==> src/hdl/ebpf_alu_branch_execute_top_assert.svh <==
// Assertion macros shared by the eBPF execute unit.
// Expects a clock i_clk and an active-low reset i_rst_n in the using module.
`ifndef EBPF_ALU_BRANCH_EXECUTE_TOP_ASSERT_SVH
`define EBPF_ALU_BRANCH_EXECUTE_TOP_ASSERT_SVH

// The consequent holds in the same cycle as the antecedent.
`define EBPF_ASSERT_SAME(lbl, ante, cons, msg) \
    lbl: assert property (@(posedge i_clk) disable iff (!i_rst_n) (ante) |-> (cons)) \
        else $error(msg);

// The consequent holds in the cycle after the antecedent.
`define EBPF_ASSERT_NEXT(lbl, ante, cons, msg) \
    lbl: assert property (@(posedge i_clk) disable iff (!i_rst_n) (ante) |=> (cons)) \
        else $error(msg);

`endif

==> src/hdl/ebpf_pkg.sv <==
// Shared types, opcodes and codes for the eBPF execute unit.
// No dependencies.
package ebpf_pkg;

    localparam int REG_COUNT_DEF = 11;

    // Exact opcodes.
    localparam logic [7:0] OP_LDDW = 8'h18;
    localparam logic [7:0] OP_CALL = 8'h85;
    localparam logic [7:0] OP_EXIT = 8'h95;

    // Instruction classes.
    localparam logic [2:0] CLS_ALU32 = 3'd4;
    localparam logic [2:0] CLS_JMP   = 3'd5;
    localparam logic [2:0] CLS_ALU64 = 3'd7;

    // ALU operations.
    localparam logic [3:0] ALU_ADD  = 4'h0;
    localparam logic [3:0] ALU_SUB  = 4'h1;
    localparam logic [3:0] ALU_MUL  = 4'h2;
    localparam logic [3:0] ALU_DIV  = 4'h3;
    localparam logic [3:0] ALU_OR   = 4'h4;
    localparam logic [3:0] ALU_AND  = 4'h5;
    localparam logic [3:0] ALU_LSH  = 4'h6;
    localparam logic [3:0] ALU_RSH  = 4'h7;
    localparam logic [3:0] ALU_NEG  = 4'h8;
    localparam logic [3:0] ALU_MOD  = 4'h9;
    localparam logic [3:0] ALU_XOR  = 4'ha;
    localparam logic [3:0] ALU_MOV  = 4'hb;
    localparam logic [3:0] ALU_ARSH = 4'hc;

    // Jump operations.
    localparam logic [3:0] JMP_JA   = 4'h0;
    localparam logic [3:0] JMP_JEQ  = 4'h1;
    localparam logic [3:0] JMP_JGT  = 4'h2;
    localparam logic [3:0] JMP_JGE  = 4'h3;
    localparam logic [3:0] JMP_JSET = 4'h4;
    localparam logic [3:0] JMP_JNE  = 4'h5;
    localparam logic [3:0] JMP_JSGT = 4'h6;
    localparam logic [3:0] JMP_JSGE = 4'h7;
    localparam logic [3:0] JMP_JLT  = 4'ha;
    localparam logic [3:0] JMP_JLE  = 4'hb;
    localparam logic [3:0] JMP_JSLT = 4'hc;
    localparam logic [3:0] JMP_JSLE = 4'hd;

    // Result status codes.
    localparam logic [1:0] ST_OK      = 2'd0;
    localparam logic [1:0] ST_ILLEGAL = 2'd1;
    localparam logic [1:0] ST_BADCALL = 2'd2;
    localparam logic [1:0] ST_EXIT    = 2'd3;

    // Configuration register indexes.
    localparam logic [1:0] CFG_CONTEXT = 2'd0;
    localparam logic [1:0] CFG_STACK   = 2'd1;

    // Commands from the controller to the datapath.
    typedef struct packed {
        logic accept;
        logic exec;
        logic md_start;
        logic wr_top;
        logic md_wb;
        logic load_out;
    } t_cmd;

    // Status from the datapath to the controller.
    typedef struct packed {
        logic is_start;
        logic need_md;
        logic md_done;
    } t_sts;

endpackage

==> src/hdl/ebpf_muldiv.sv <==
// Shared iterative unit: shift-and-add multiply and restoring divide, one bit a cycle.
// Depends on nothing but its ports.
module ebpf_muldiv (
    input  logic        i_clk,
    input  logic        i_rst_n,
    input  logic        i_start,
    input  logic        i_is_div,
    input  logic [63:0] i_a,
    input  logic [63:0] i_b,
    output logic        o_done,
    output logic [63:0] o_prod,
    output logic [63:0] o_quot,
    output logic [63:0] o_rem
);
    localparam logic [5:0] LAST = 6'd63;

    logic        r_busy, r_done, r_div, r_bz;
    logic [5:0]  r_cnt;
    logic [64:0] r_acc;
    logic [63:0] r_x, r_y;
    logic [64:0] rem_sh, rem_sub;

    // One restoring step: shift in the next dividend bit and try the subtract.
    assign rem_sh  = {r_acc[63:0], r_x[63]};
    assign rem_sub = rem_sh - {1'b0, r_y};

    // Sequencing of the 64 steps.
    always_ff @(posedge i_clk) begin
        if (!i_rst_n) begin
            r_busy <= 1'b0;
            r_done <= 1'b0;
            r_cnt  <= '0;
        end else begin
            r_done <= 1'b0;
            if (i_start) begin
                r_busy <= 1'b1;
                r_cnt  <= '0;
            end else if (r_busy) begin
                r_cnt <= r_cnt + 6'd1;
                if (r_cnt == LAST) begin
                    r_busy <= 1'b0;
                    r_done <= 1'b1;
                end
            end
        end
    end

    // Operand and accumulator registers.
    always_ff @(posedge i_clk) begin
        if (i_start) begin
            r_acc <= '0;
            r_x   <= i_a;
            r_y   <= i_b;
            r_div <= i_is_div;
            r_bz  <= (i_b == 64'd0);
        end else if (r_busy) begin
            if (r_div) begin
                if (!rem_sub[64]) begin
                    r_acc <= rem_sub;
                    r_x   <= {r_x[62:0], 1'b1};
                end else begin
                    r_acc <= rem_sh;
                    r_x   <= {r_x[62:0], 1'b0};
                end
            end else begin
                r_acc <= {1'b0, r_acc[63:0] + (r_y[0] ? r_x : 64'd0)};
                r_x   <= {r_x[62:0], 1'b0};
                r_y   <= {1'b0, r_y[63:1]};
            end
        end
    end

    assign o_done = r_done;
    assign o_prod = r_acc[63:0];
    assign o_rem  = r_acc[63:0];
    // A zero divisor gives a zero quotient.
    assign o_quot = r_bz ? 64'd0 : r_x;

endmodule

==> src/hdl/ebpf_ctrl.sv <==
// Controller state machine of the eBPF execute unit.
// Depends on ebpf_pkg and the assertion header.
`include "ebpf_alu_branch_execute_top_assert.svh"
module ebpf_ctrl (
    input  logic            i_clk,
    input  logic            i_rst_n,
    input  logic            i_in_valid,
    output logic            o_in_stall,
    output logic            o_out_valid,
    input  logic            i_out_stall,
    input  ebpf_pkg::t_sts  i_sts,
    output ebpf_pkg::t_cmd  o_cmd
);
    import ebpf_pkg::*;

    typedef enum logic [4:0] {
        S_IDLE   = 5'b00001,
        S_EXEC   = 5'b00010,
        S_START2 = 5'b00100,
        S_MULDIV = 5'b01000,
        S_FINISH = 5'b10000
    } t_state;

    t_state r_state, n_state;
    logic   r_out_valid, n_out_valid;
    logic   out_free;

    assign o_in_stall  = (r_state != S_IDLE);
    assign o_out_valid = r_out_valid;
    assign out_free    = !r_out_valid || !i_out_stall;

    // Next state and commands.
    always_comb begin
        n_state = r_state;
        o_cmd   = '0;
        unique case (r_state)
            S_IDLE: begin
                if (i_in_valid) begin
                    o_cmd.accept = 1'b1;
                    n_state      = S_EXEC;
                end
            end
            S_EXEC: begin
                o_cmd.exec = 1'b1;
                if (i_sts.is_start) begin
                    n_state = S_START2;
                end else if (i_sts.need_md) begin
                    o_cmd.md_start = 1'b1;
                    n_state        = S_MULDIV;
                end else begin
                    n_state = S_FINISH;
                end
            end
            S_START2: begin
                o_cmd.wr_top = 1'b1;
                n_state      = S_FINISH;
            end
            S_MULDIV: begin
                if (i_sts.md_done) begin
                    o_cmd.md_wb = 1'b1;
                    n_state     = S_FINISH;
                end
            end
            S_FINISH: begin
                if (out_free) begin
                    o_cmd.load_out = 1'b1;
                    n_state        = S_IDLE;
                end
            end
            default: n_state = S_IDLE;
        endcase
    end

    // The output word stays until the receiver takes it.
    always_comb begin
        n_out_valid = r_out_valid;
        if (o_cmd.load_out) begin
            n_out_valid = 1'b1;
        end else if (!i_out_stall) begin
            n_out_valid = 1'b0;
        end
    end

    always_ff @(posedge i_clk) begin
        if (!i_rst_n) begin
            r_state     <= S_IDLE;
            r_out_valid <= 1'b0;
        end else begin
            r_state     <= n_state;
            r_out_valid <= n_out_valid;
        end
    end

    `EBPF_ASSERT_NEXT(a_accept_exec, o_cmd.accept, r_state == S_EXEC, "accept must go to execute")
    `EBPF_ASSERT_NEXT(a_load_valid, o_cmd.load_out, r_out_valid, "loaded word must be valid")
    `EBPF_ASSERT_SAME(a_load_free, o_cmd.load_out, out_free, "output overwritten while held")

endmodule

==> src/hdl/ebpf_dpath.sv <==
// Datapath of the eBPF execute unit: register file, ALU, branch compare, result registers.
// Depends on ebpf_pkg and ebpf_muldiv.
module ebpf_dpath #(
    parameter int REG_COUNT = ebpf_pkg::REG_COUNT_DEF
) (
    input  logic               i_clk,
    input  logic               i_rst_n,
    input  ebpf_pkg::t_cmd     i_cmd,
    output ebpf_pkg::t_sts     o_sts,
    input  logic               i_cfg_we,
    input  logic [1:0]         i_cfg_index,
    input  logic [63:0]        i_cfg_data,
    input  logic               i_command,
    input  logic [7:0]         i_opcode,
    input  logic [3:0]         i_dest_index,
    input  logic [3:0]         i_source_index,
    input  logic signed [15:0] i_branch_offset,
    input  logic signed [31:0] i_immediate,
    input  logic [31:0]        i_immediate_next,
    output logic [1:0]         o_status,
    output logic               o_branch_taken,
    output logic signed [16:0] o_pc_step,
    output logic [63:0]        o_return_value
);
    import ebpf_pkg::*;

    localparam int AW = $clog2(REG_COUNT);
    localparam logic [4:0] IDX_LIMIT = 5'(REG_COUNT);
    localparam logic [AW-1:0] IDX_CTX = AW'(1);
    localparam logic [AW-1:0] IDX_FP  = AW'(10);
    localparam logic [AW-1:0] IDX_R0  = AW'(0);

    // Configuration registers.
    logic [63:0] r_ctx, r_stack;
    always_ff @(posedge i_clk) begin
        if (!i_rst_n) begin
            r_ctx   <= '0;
            r_stack <= '0;
        end else if (i_cfg_we) begin
            case (i_cfg_index)
                CFG_CONTEXT: r_ctx   <= i_cfg_data;
                CFG_STACK:   r_stack <= i_cfg_data;
                default: ;
            endcase
        end
    end

    // Captured input word.
    logic               r_cmd;
    logic [7:0]         r_opc;
    logic [3:0]         r_di, r_si;
    logic signed [15:0] r_off;
    logic signed [31:0] r_imm;
    logic [31:0]        r_immn;
    always_ff @(posedge i_clk) begin
        if (i_cmd.accept) begin
            r_cmd  <= i_command;
            r_opc  <= i_opcode;
            r_di   <= i_dest_index;
            r_si   <= i_source_index;
            r_off  <= i_branch_offset;
            r_imm  <= i_immediate;
            r_immn <= i_immediate_next;
        end
    end

    // Register file with per-entry valid bits and a copy of r0.
    logic [63:0]     r_mem [REG_COUNT];
    logic            r_vld [REG_COUNT];
    logic [63:0]     r_r0;
    logic [63:0]     r_rd_d, r_rd_s;
    logic            r_rd_d_v, r_rd_s_v;
    logic            in_d_ok, in_s_ok;
    logic [AW-1:0]   ra_d, ra_s;
    logic            we;
    logic [AW-1:0]   waddr;
    logic [63:0]     wdata;

    assign in_d_ok = ({1'b0, i_dest_index} < IDX_LIMIT);
    assign in_s_ok = ({1'b0, i_source_index} < IDX_LIMIT);
    assign ra_d    = in_d_ok ? i_dest_index[AW-1:0] : '0;
    assign ra_s    = in_s_ok ? i_source_index[AW-1:0] : '0;

    // Registered reads at accept.
    always_ff @(posedge i_clk) begin
        if (i_cmd.accept) begin
            r_rd_d   <= r_mem[ra_d];
            r_rd_s   <= r_mem[ra_s];
            r_rd_d_v <= in_d_ok && r_vld[ra_d];
            r_rd_s_v <= in_s_ok && r_vld[ra_s];
        end
    end

    // Single write port.
    always_ff @(posedge i_clk) begin
        if (we) begin
            r_mem[waddr] <= wdata;
        end
    end

    // Valid bits and r0 copy; a start command clears the file.
    always_ff @(posedge i_clk) begin
        if (!i_rst_n) begin
            for (int k = 0; k < REG_COUNT; k++) begin
                r_vld[k] <= 1'b0;
            end
            r_r0 <= '0;
        end else if (i_cmd.accept && i_command) begin
            for (int k = 0; k < REG_COUNT; k++) begin
                r_vld[k] <= 1'b0;
            end
            r_r0 <= '0;
        end else if (we) begin
            r_vld[waddr] <= 1'b1;
            if (waddr == IDX_R0) begin
                r_r0 <= wdata;
            end
        end
    end

    // Operand preparation.
    logic [2:0]  cls;
    logic [3:0]  op;
    logic        xsrc, wide;
    logic [63:0] d_val, s_val, imm64, src, mask, dm, sm;
    logic [5:0]  sh_n;
    logic        di_bad, si_bad;

    assign cls    = r_opc[2:0];
    assign op     = r_opc[7:4];
    assign xsrc   = r_opc[3];
    assign wide   = (cls == CLS_ALU64);
    assign d_val  = r_rd_d_v ? r_rd_d : 64'd0;
    assign s_val  = r_rd_s_v ? r_rd_s : 64'd0;
    assign imm64  = {{32{r_imm[31]}}, r_imm};
    assign src    = xsrc ? s_val : imm64;
    assign mask   = wide ? {64{1'b1}} : {32'd0, {32{1'b1}}};
    assign dm     = d_val & mask;
    assign sm     = src & mask;
    assign sh_n   = wide ? sm[5:0] : {1'b0, sm[4:0]};
    assign di_bad = ({1'b0, r_di} >= IDX_LIMIT);
    assign si_bad = ({1'b0, r_si} >= IDX_LIMIT);

    // Combinational ALU operations; multiply, divide and modulo go to the shared unit.
    logic [63:0]        alu_r;
    logic               alu_ok, alu_md;
    logic signed [31:0] d32;
    logic signed [31:0] ars32;
    logic signed [63:0] ars64;

    assign d32   = dm[31:0];
    assign ars32 = d32 >>> sh_n[4:0];
    assign ars64 = $signed(dm) >>> sh_n;

    always_comb begin
        alu_ok = 1'b1;
        alu_md = 1'b0;
        alu_r  = dm;
        unique case (op)
            ALU_ADD:  alu_r = dm + sm;
            ALU_SUB:  alu_r = dm - sm;
            ALU_OR:   alu_r = dm | sm;
            ALU_AND:  alu_r = dm & sm;
            ALU_LSH:  alu_r = dm << sh_n;
            ALU_RSH:  alu_r = dm >> sh_n;
            ALU_NEG:  alu_r = 64'd0 - dm;
            ALU_XOR:  alu_r = dm ^ sm;
            ALU_MOV:  alu_r = sm;
            ALU_ARSH: alu_r = wide ? 64'(ars64) : {32'd0, 32'(ars32)};
            ALU_MUL, ALU_DIV, ALU_MOD: alu_md = 1'b1;
            default:  alu_ok = 1'b0;
        endcase
    end

    // Branch conditions on full 64-bit operands.
    logic cond, cond_ok;
    always_comb begin
        cond_ok = 1'b1;
        cond    = 1'b0;
        unique case (op)
            JMP_JA:   cond = 1'b1;
            JMP_JEQ:  cond = (d_val == src);
            JMP_JGT:  cond = (d_val > src);
            JMP_JGE:  cond = (d_val >= src);
            JMP_JSET: cond = |(d_val & src);
            JMP_JNE:  cond = (d_val != src);
            JMP_JSGT: cond = ($signed(d_val) > $signed(src));
            JMP_JSGE: cond = ($signed(d_val) >= $signed(src));
            JMP_JLT:  cond = (d_val < src);
            JMP_JLE:  cond = (d_val <= src);
            JMP_JSLT: cond = ($signed(d_val) < $signed(src));
            JMP_JSLE: cond = ($signed(d_val) <= $signed(src));
            default:  cond_ok = 1'b0;
        endcase
    end

    // Instruction decision.
    logic [1:0]         e_status;
    logic               e_taken, e_we, e_md;
    logic signed [16:0] e_step;
    logic [63:0]        e_wdata;
    logic               needs_src;

    assign needs_src = xsrc && (op != ALU_NEG);

    always_comb begin
        e_status = ST_OK;
        e_taken  = 1'b0;
        e_step   = 17'sd1;
        e_we     = 1'b0;
        e_md     = 1'b0;
        e_wdata  = alu_r & mask;
        if (r_cmd) begin
            e_step  = 17'sd0;
            e_we    = 1'b1;
            e_wdata = r_ctx;
        end else if (r_opc == OP_CALL) begin
            e_status = ST_BADCALL;
        end else if (r_opc == OP_EXIT) begin
            e_status = ST_EXIT;
        end else if (cls == CLS_ALU64 || cls == CLS_ALU32) begin
            if (di_bad || (needs_src && si_bad) || !alu_ok) begin
                e_status = ST_ILLEGAL;
            end else if (alu_md) begin
                e_md = 1'b1;
            end else begin
                e_we = 1'b1;
            end
        end else if (cls == CLS_JMP) begin
            if ((op != JMP_JA && (di_bad || (xsrc && si_bad))) || !cond_ok) begin
                e_status = ST_ILLEGAL;
            end else if (cond) begin
                e_taken = 1'b1;
                e_step  = 17'sd1 + 17'(r_off);
            end
        end else if (r_opc == OP_LDDW && !di_bad) begin
            e_we    = 1'b1;
            e_wdata = {r_immn, r_imm};
            e_step  = 17'sd2;
        end else begin
            e_status = ST_ILLEGAL;
        end
        if (e_status != ST_OK) begin
            e_step = 17'sd0;
        end
    end

    // Multiply and divide unit.
    logic        md_done;
    logic [63:0] md_prod, md_quot, md_rem, md_res;

    ebpf_muldiv u_muldiv (
        .i_clk    (i_clk),
        .i_rst_n  (i_rst_n),
        .i_start  (i_cmd.md_start),
        .i_is_div (op != ALU_MUL),
        .i_a      (dm),
        .i_b      (sm),
        .o_done   (md_done),
        .o_prod   (md_prod),
        .o_quot   (md_quot),
        .o_rem    (md_rem)
    );

    always_comb begin
        case (op)
            ALU_MUL: md_res = md_prod & mask;
            ALU_DIV: md_res = md_quot & mask;
            default: md_res = md_rem & mask;
        endcase
    end

    // Write port selection.
    always_comb begin
        we    = 1'b0;
        waddr = r_di[AW-1:0];
        wdata = e_wdata;
        if (i_cmd.exec && e_we) begin
            we    = 1'b1;
            waddr = r_cmd ? IDX_CTX : r_di[AW-1:0];
        end else if (i_cmd.wr_top) begin
            we    = 1'b1;
            waddr = IDX_FP;
            wdata = r_stack;
        end else if (i_cmd.md_wb) begin
            we    = 1'b1;
            wdata = md_res;
        end
    end

    // Result registers, then the output word.
    logic [1:0]         r_status;
    logic               r_taken;
    logic signed [16:0] r_step;
    always_ff @(posedge i_clk) begin
        if (i_cmd.exec) begin
            r_status <= e_status;
            r_taken  <= e_taken;
            r_step   <= e_step;
        end
    end

    always_ff @(posedge i_clk) begin
        if (i_cmd.load_out) begin
            o_status       <= r_status;
            o_branch_taken <= r_taken;
            o_pc_step      <= r_step;
            o_return_value <= r_r0;
        end
    end

    assign o_sts.is_start = r_cmd;
    assign o_sts.need_md  = e_md;
    assign o_sts.md_done  = md_done;

endmodule

==> src/hdl/ebpf_alu_branch_execute_top.sv <==
// Each word is accepted in idle, executed, then loaded into the output register once it is free;
// a start word also writes the stack address to r10. Multiply, divide and modulo wait for the
// shared unit, which does one bit per cycle. One word is in work at a time, and the next waits
// until the result is queued.
// Reset (synchronous, active low) clears the register file valid bits and config registers.
// Top level of the eBPF execute unit; depends on ebpf_pkg, ebpf_ctrl and ebpf_dpath.
module ebpf_alu_branch_execute_top #(
    parameter int REG_COUNT = ebpf_pkg::REG_COUNT_DEF
) (
    input  logic               i_clk,
    input  logic               i_rst_n,
    input  logic               i_cfg_valid,
    output logic               o_cfg_ready,
    input  logic [1:0]         i_cfg_index,
    input  logic [63:0]        i_cfg_data,
    input  logic               i_in_valid,
    output logic               o_in_stall,
    input  logic               i_command,
    input  logic [7:0]         i_opcode,
    input  logic [3:0]         i_dest_index,
    input  logic [3:0]         i_source_index,
    input  logic signed [15:0] i_branch_offset,
    input  logic signed [31:0] i_immediate,
    input  logic [31:0]        i_immediate_next,
    output logic               o_out_valid,
    input  logic               i_out_stall,
    output logic [1:0]         o_status,
    output logic               o_branch_taken,
    output logic signed [16:0] o_pc_step,
    output logic [63:0]        o_return_value
);
    import ebpf_pkg::*;

    t_cmd cmd;
    t_sts sts;

    assign o_cfg_ready = 1'b1;

    // Controller.
    ebpf_ctrl u_ctrl (
        .i_clk       (i_clk),
        .i_rst_n     (i_rst_n),
        .i_in_valid  (i_in_valid),
        .o_in_stall  (o_in_stall),
        .o_out_valid (o_out_valid),
        .i_out_stall (i_out_stall),
        .i_sts       (sts),
        .o_cmd       (cmd)
    );

    // Datapath.
    ebpf_dpath #(.REG_COUNT(REG_COUNT)) u_dpath (
        .i_clk            (i_clk),
        .i_rst_n          (i_rst_n),
        .i_cmd            (cmd),
        .o_sts            (sts),
        .i_cfg_we         (i_cfg_valid),
        .i_cfg_index      (i_cfg_index),
        .i_cfg_data       (i_cfg_data),
        .i_command        (i_command),
        .i_opcode         (i_opcode),
        .i_dest_index     (i_dest_index),
        .i_source_index   (i_source_index),
        .i_branch_offset  (i_branch_offset),
        .i_immediate      (i_immediate),
        .i_immediate_next (i_immediate_next),
        .o_status         (o_status),
        .o_branch_taken   (o_branch_taken),
        .o_pc_step        (o_pc_step),
        .o_return_value   (o_return_value)
    );

endmodule

==> config.mk <==
export PLATFORM = sky130hd
export DESIGN_NAME = ebpf_alu_branch_execute_top
export DESIGN_NICKNAME = d
export VERILOG_FILES = /design/src/hdl/ebpf_pkg.sv /design/src/hdl/ebpf_muldiv.sv /design/src/hdl/ebpf_ctrl.sv /design/src/hdl/ebpf_dpath.sv /design/src/hdl/ebpf_alu_branch_execute_top.sv
export VERILOG_INCLUDE_DIRS = /design/src /design/src/hdl
export SDC_FILE = /design/constraint.sdc
export NUM_CORES = 2
export LEC_CHECK = 0
export CORE_UTILIZATION = 65
export DETAILED_ROUTE_END_ITERATION = 7
export DONT_BUFFER_PORTS = 1
export PLACE_DENSITY = 0.85
export SLEW_MARGIN = 0
export SYNTH_ARGS = -nofsm -noshare
export SYNTH_HDL_FRONTEND = slang
export SYNTH_SLANG_ARGS = --single-unit
==> constraint.sdc <==
create_clock -name i_clk -period 18.98 [get_ports i_clk]
set_input_delay 2.847 -clock i_clk [delete_from_list [all_inputs] [get_ports i_clk]]
set_output_delay 2.847 -clock i_clk [all_outputs]
set_load 0.02 [all_outputs]
==> impl_metrics.toml, run 1 <==
[status]
status = "did not finish"
haltStage = "global routing"
error = "[ERROR GRT-0116] Global routing finished with congestion. Check the congestion regions in the DRC Viewer."

[yosys]
synth.distinct_cells = 124
synth_area_per_cell_um2 = 9.21
ys_top_cells_by_count = "1,234 x nand2_1, 1,165 x edfxtp_1, 1,111 x a21oi_1"
synth-seq-area-share = 0.415
syn_area_um2 = 97900
postSynthCellCount = 10634
synth_edf_count = 1165
yosys_register_bits = 1446
synthesis.nets = 11225
synth_area_leaders = "edfxtp_1 36%, dfxtp_1 5.7%, a21oi_1 5.7%"
yosysTopAreaCellShare = 0.357
async_flop_share = 0
synthFlopType = "edfxtp_1"
synth_top_cell_by_area = "edfxtp_1"
yosys.cell_count.top_type = "nand2_1"
yosys_warnings = 0

[clocking]
numCtsBuffers = 149
cts.sinks = 1446
hold_buffers = 0
cts_max_level = 4
clockRootBuffer = "clkbuf_16"
cts_setup_buffers = 0
ctsLongestPathBuffers = 3
post_cts_resized = 0

[grt]
grt_max_degree = 154
grt-ovfl-total = 3
first_global_vias = 105468
grt.total_usage = 0.761
grt_pass1_wl_um = 820000

[die]
floorplan.initialDensity = 0.655
rows = 142
die_y_um = 390
die_width_um = 390
io_pins = 255

[placed_design]
dp_hpwl_um = 385000
place.gp.congestion = 1.45
io_buffers = 0
[layer usage]
layer / GRT usage / GRT overflow
met3: 0.599 / 0
met5: 0.367 / 0
met1: 0.785 / 0
met4: 0.723 / 1
met2: 0.914 / 2
[per-stage QoR]
| stage | instances | setup WS [ns] | cell area, µm² |
|---|---|---|---|
| after global placement | 12127 | 10.07 | 99700 |
| after floorplan | 10634 | 3.96 | 97900 |
| after detailed placement | 12127 | 10.14 | 99700 |
| after CTS | 12405 | 9.89 | 105000 |
[kinds of logic after synthesis]
logic type	share of synthesized area
adder cells (fa/ha/maj)	0.0543
XOR/XNOR	0.0260
AND/OR/NAND/NOR	0.142
buffers and inverters	0.0483
AO/OA/AOI/OAI	0.229
other	0.0000383
flip-flops	0.415
multiplexers	0.0863
==> run 2: changes to the inputs <==
--- a/config.mk
+++ b/config.mk
@@ -6,10 +6,10 @@
 export SDC_FILE = /design/constraint.sdc
 export NUM_CORES = 2
 export LEC_CHECK = 0
-export CORE_UTILIZATION = 65
+export CORE_UTILIZATION = 40
 export DETAILED_ROUTE_END_ITERATION = 7
 export DONT_BUFFER_PORTS = 1
-export PLACE_DENSITY = 0.85
+export PLACE_DENSITY_LB_ADDON = 0.15
 export SLEW_MARGIN = 0
 export SYNTH_ARGS = -nofsm -noshare
 export SYNTH_HDL_FRONTEND = slang
==> run 2 against run 1 <==
  * Synthesized cell count unchanged
  * The flow now finishes, with violations (design-rule violations, max-capacitance violations, max-slew violations)
  * Area after synthesis unchanged
==> impl_metrics.toml, run 2 <==
[status]
status = "complete, but fails checks"
violations = "design-rule violations, max-capacitance violations, max-slew violations"

[yosys]
yosys.cell_count.top_type = "nand2_1"
synth-seq-area-share = 0.415
postSynthCellCount = 10634
synth_area_per_cell_um2 = 9.21
yosys_register_bits = 1446
async_flop_share = 0
synth_top_cell_by_area = "edfxtp_1"
synth.distinct_cells = 124
ys_top_cells_by_count = "1,234 x nand2_1, 1,165 x edfxtp_1, 1,111 x a21oi_1"
synthFlopType = "edfxtp_1"
yosysTopAreaCellShare = 0.357
syn_area_um2 = 97900
synthesis.nets = 11225
yosys_warnings = 0
synth_edf_count = 1165
synth_area_leaders = "edfxtp_1 36%, dfxtp_1 5.7%, a21oi_1 5.7%"

[die]
die_width_um = 497
die_y_um = 497
die_area_um2 = 247000
core_um2 = 243000
rows = 181
floorplan.initialDensity = 0.403
io_pins = 255

[job]
drv_cap = 4

[sta]
fin_crit_ns = 10.02
tns_ns = 0
slew_violations = 8
fmax_ghz = 0.0998
grt_setup_unrepaired = "false"
finClkSkew_ns = 0.0981
setup_viol = 0
min_period_over_period = 0.528
holdWs_ns = 0.389
tightest_slew_ns = 1.57
slew_headroom = -0.0583
hold_viol_final = 0

[cells_and_area]
mostFrequentLayoutCells = "1,228 x nand2_1, 1,165 x edfxtp_1, 1,105 x a21oi_1, 932 x o21ai_0, 611 x nor2_1"
final_common_cell = "nand2_1"
largest_reg_flops = 704
drive_gt1_frac = 0.114
area_growth_pct = 10.1
final_nets = 10958
fin_area_um2 = 108000
top_register = "u_dpath.r_mem"

[grt]
antenna_found_initial = 104
first_global_vias = 88820
grt_max_degree = 140
grt.total_usage = 0.477
grt-ovfl-total = 0
grt_pass1_wl_um = 797000

[clocking]
cts_setup_buffers = 0
clockRootBuffer = "clkbuf_16"
cts_tree = "done"
cts.sinks = 1446
ctsLongestPathBuffers = 3
numCtsBuffers = 164
insertion_delay_ns = 0.91
cts_max_level = 4
post_cts_resized = 0
clk_pin_slew_ns = 0.06
hold_buffers = 0

[worst_setup_path]
critical_path_class = "reg -> reg"
worst-path-buf-inv = 4
end_kind = "flip-flop"
crit_required_ns = 19.53
cpPeakStageDelay_ns = 0.96
cp_slowest_cell = "o41ai_2"
cp.arrival_ns = 10.57
start_kind = "flip-flop"
cpLargestDelayFamily = "compound AO/OA/AOI/OAI gates"
cp_max_fo = 64

[drt]
drc_errors = 5
viasPerCell = 7.05
detail_route.wl_per_cell_um = 44.0
dr.first_iter.drc_count = 16196
postRouteAntennaNets = 0
routed_wl_um = 607000
drtPass1Iterations = 8
vias = 97323

[power]
vdd_drop_max_v = 0.000101
p_per_area_nw_per_um2 = 139
seqPwrFrac = 0.289
combPwrFrac = 0.492
p_int_mw = 7.59
p_leak_nw = 40.1
power_frac_clock = 0.220
p_sw_mw = 7.42
swShare = 0.494

[min_path]
hold_class = "reg -> reg"

[placed_design]
io_buffers = 0
place.gp.congestion = 1.20
dp_hpwl_um = 447000
place_area_um2 = 102000
-- run 2: cell counts after synthesis --
Identical to the previous run, type by type.
-- run 2: worst register-to-register path: stages (launching register included) --
cell and delay [ns]:
edfxtp_1 0.34, buf_4 0.75, nor2b_1 0.45, nor2_4 0.17
buf_4 0.52, ha_1 0.35, inv_1 0.06, nor4_1 0.54
nand2_1 0.18, nor3_1 0.27, nand4b_1 0.24, nor3_1 0.35
nand2_1 0.15, o41ai_1 0.41, xnor2_1 0.13, ha_1 0.44
and3_1 0.30, nor4b_1 0.48, a2bb2oi_1 0.19, o21ai_0 0.42
o31ai_1 0.31, o41ai_2 0.97, a31oi_1 0.22, xnor2_1 0.24
a21oi_1 0.83, inv_1 0.38
-- run 2: layer usage --
layer | vias up | GRT usage | part of all wire
li1 | 39447 | - | -
met1 | 48320 | 0.583 | 0.37
met2 | 7640 | 0.672 | 0.41
met3 | 1874 | 0.180 | 0.13
met4 | 42 | 0.374 | 0.094
met5 | - | 0 | 0.00064
-- run 2: cells by family after synthesis --
family | after synthesis | synth area share
AOI/OAI and AO/OA | 3598 | 0.229
and+or+nand+nor | 2985 | 0.142
DFF | 1446 | 0.415
buffers and inverters | 1154 | 0.0483
muxes | 736 | 0.0863
adders and majority gates | 423 | 0.0543
xor gates and xnor gates | 291 | 0.0260
other | 1 | 0.0000383
-- run 2: cell type report --
| cell class | count | area [µm²] |
|---|---|---|
| clock buffers | 215 | 4470 |
| clock inverters | 92 | 1090 |
| repair buffers | 370 | 2920 |
| flip-flops and latches | 1446 | 40600 |
| diodes | 85 | 213 |
| multi-input cells | 8034 | 53200 |
| inverters | 351 | 1340 |
| well taps | 3202 | 4010 |
| fillers | 23570 | 135000 |
-- run 2: stage by stage --
stage | setup WS [ns] | utilization | power [mW] | instances
after global placement | 9.35 | 0.419 | 11.2 | 13399
final | 8.96 | 0.443 | 15.0 | 13795
after floorplan | 3.96 | - | 7.87 | 10634
after detailed placement | 9.55 | 0.419 | 11.1 | 13399
after global routing | 9.04 | 0.443 | 15.1 | 13743
after CTS | 9.50 | 0.442 | 14.4 | 13706
-- run 2: path summary, 6_finish.rpt --
path / start / to / slack [ns] / depth (start not counted)
setup / recovery: u_dpath.r_opc[3] / u_dpath.r_mem[7][54] / 8.96 / 25
hold / removal: u_dpath.r_step[10] / u_dpath.o_pc_step[10] / 0.39 / 0
setup reg to reg: u_dpath.r_opc[3] / u_dpath.r_mem[7][54] / 8.96 / 25
hold reg to reg: u_dpath.r_step[10] / u_dpath.o_pc_step[10] / 0.39 / 0
-- run 2: power groups by stage --
| stage | combinational (mW) | clock (mW) | sequential (mW) |
|---|---|---|---|
| global placement | 6.82 | 0 | 4.35 |
| detailed placement | 6.79 | 0 | 4.35 |
| global route | 7.35 | 3.43 | 4.31 |
| finish | 7.38 | 3.30 | 4.33 |
| CTS | 6.82 | 3.33 | 4.29 |
| floorplan | 3.72 | 0 | 4.15 |
(Power assumes the default switching activity.)
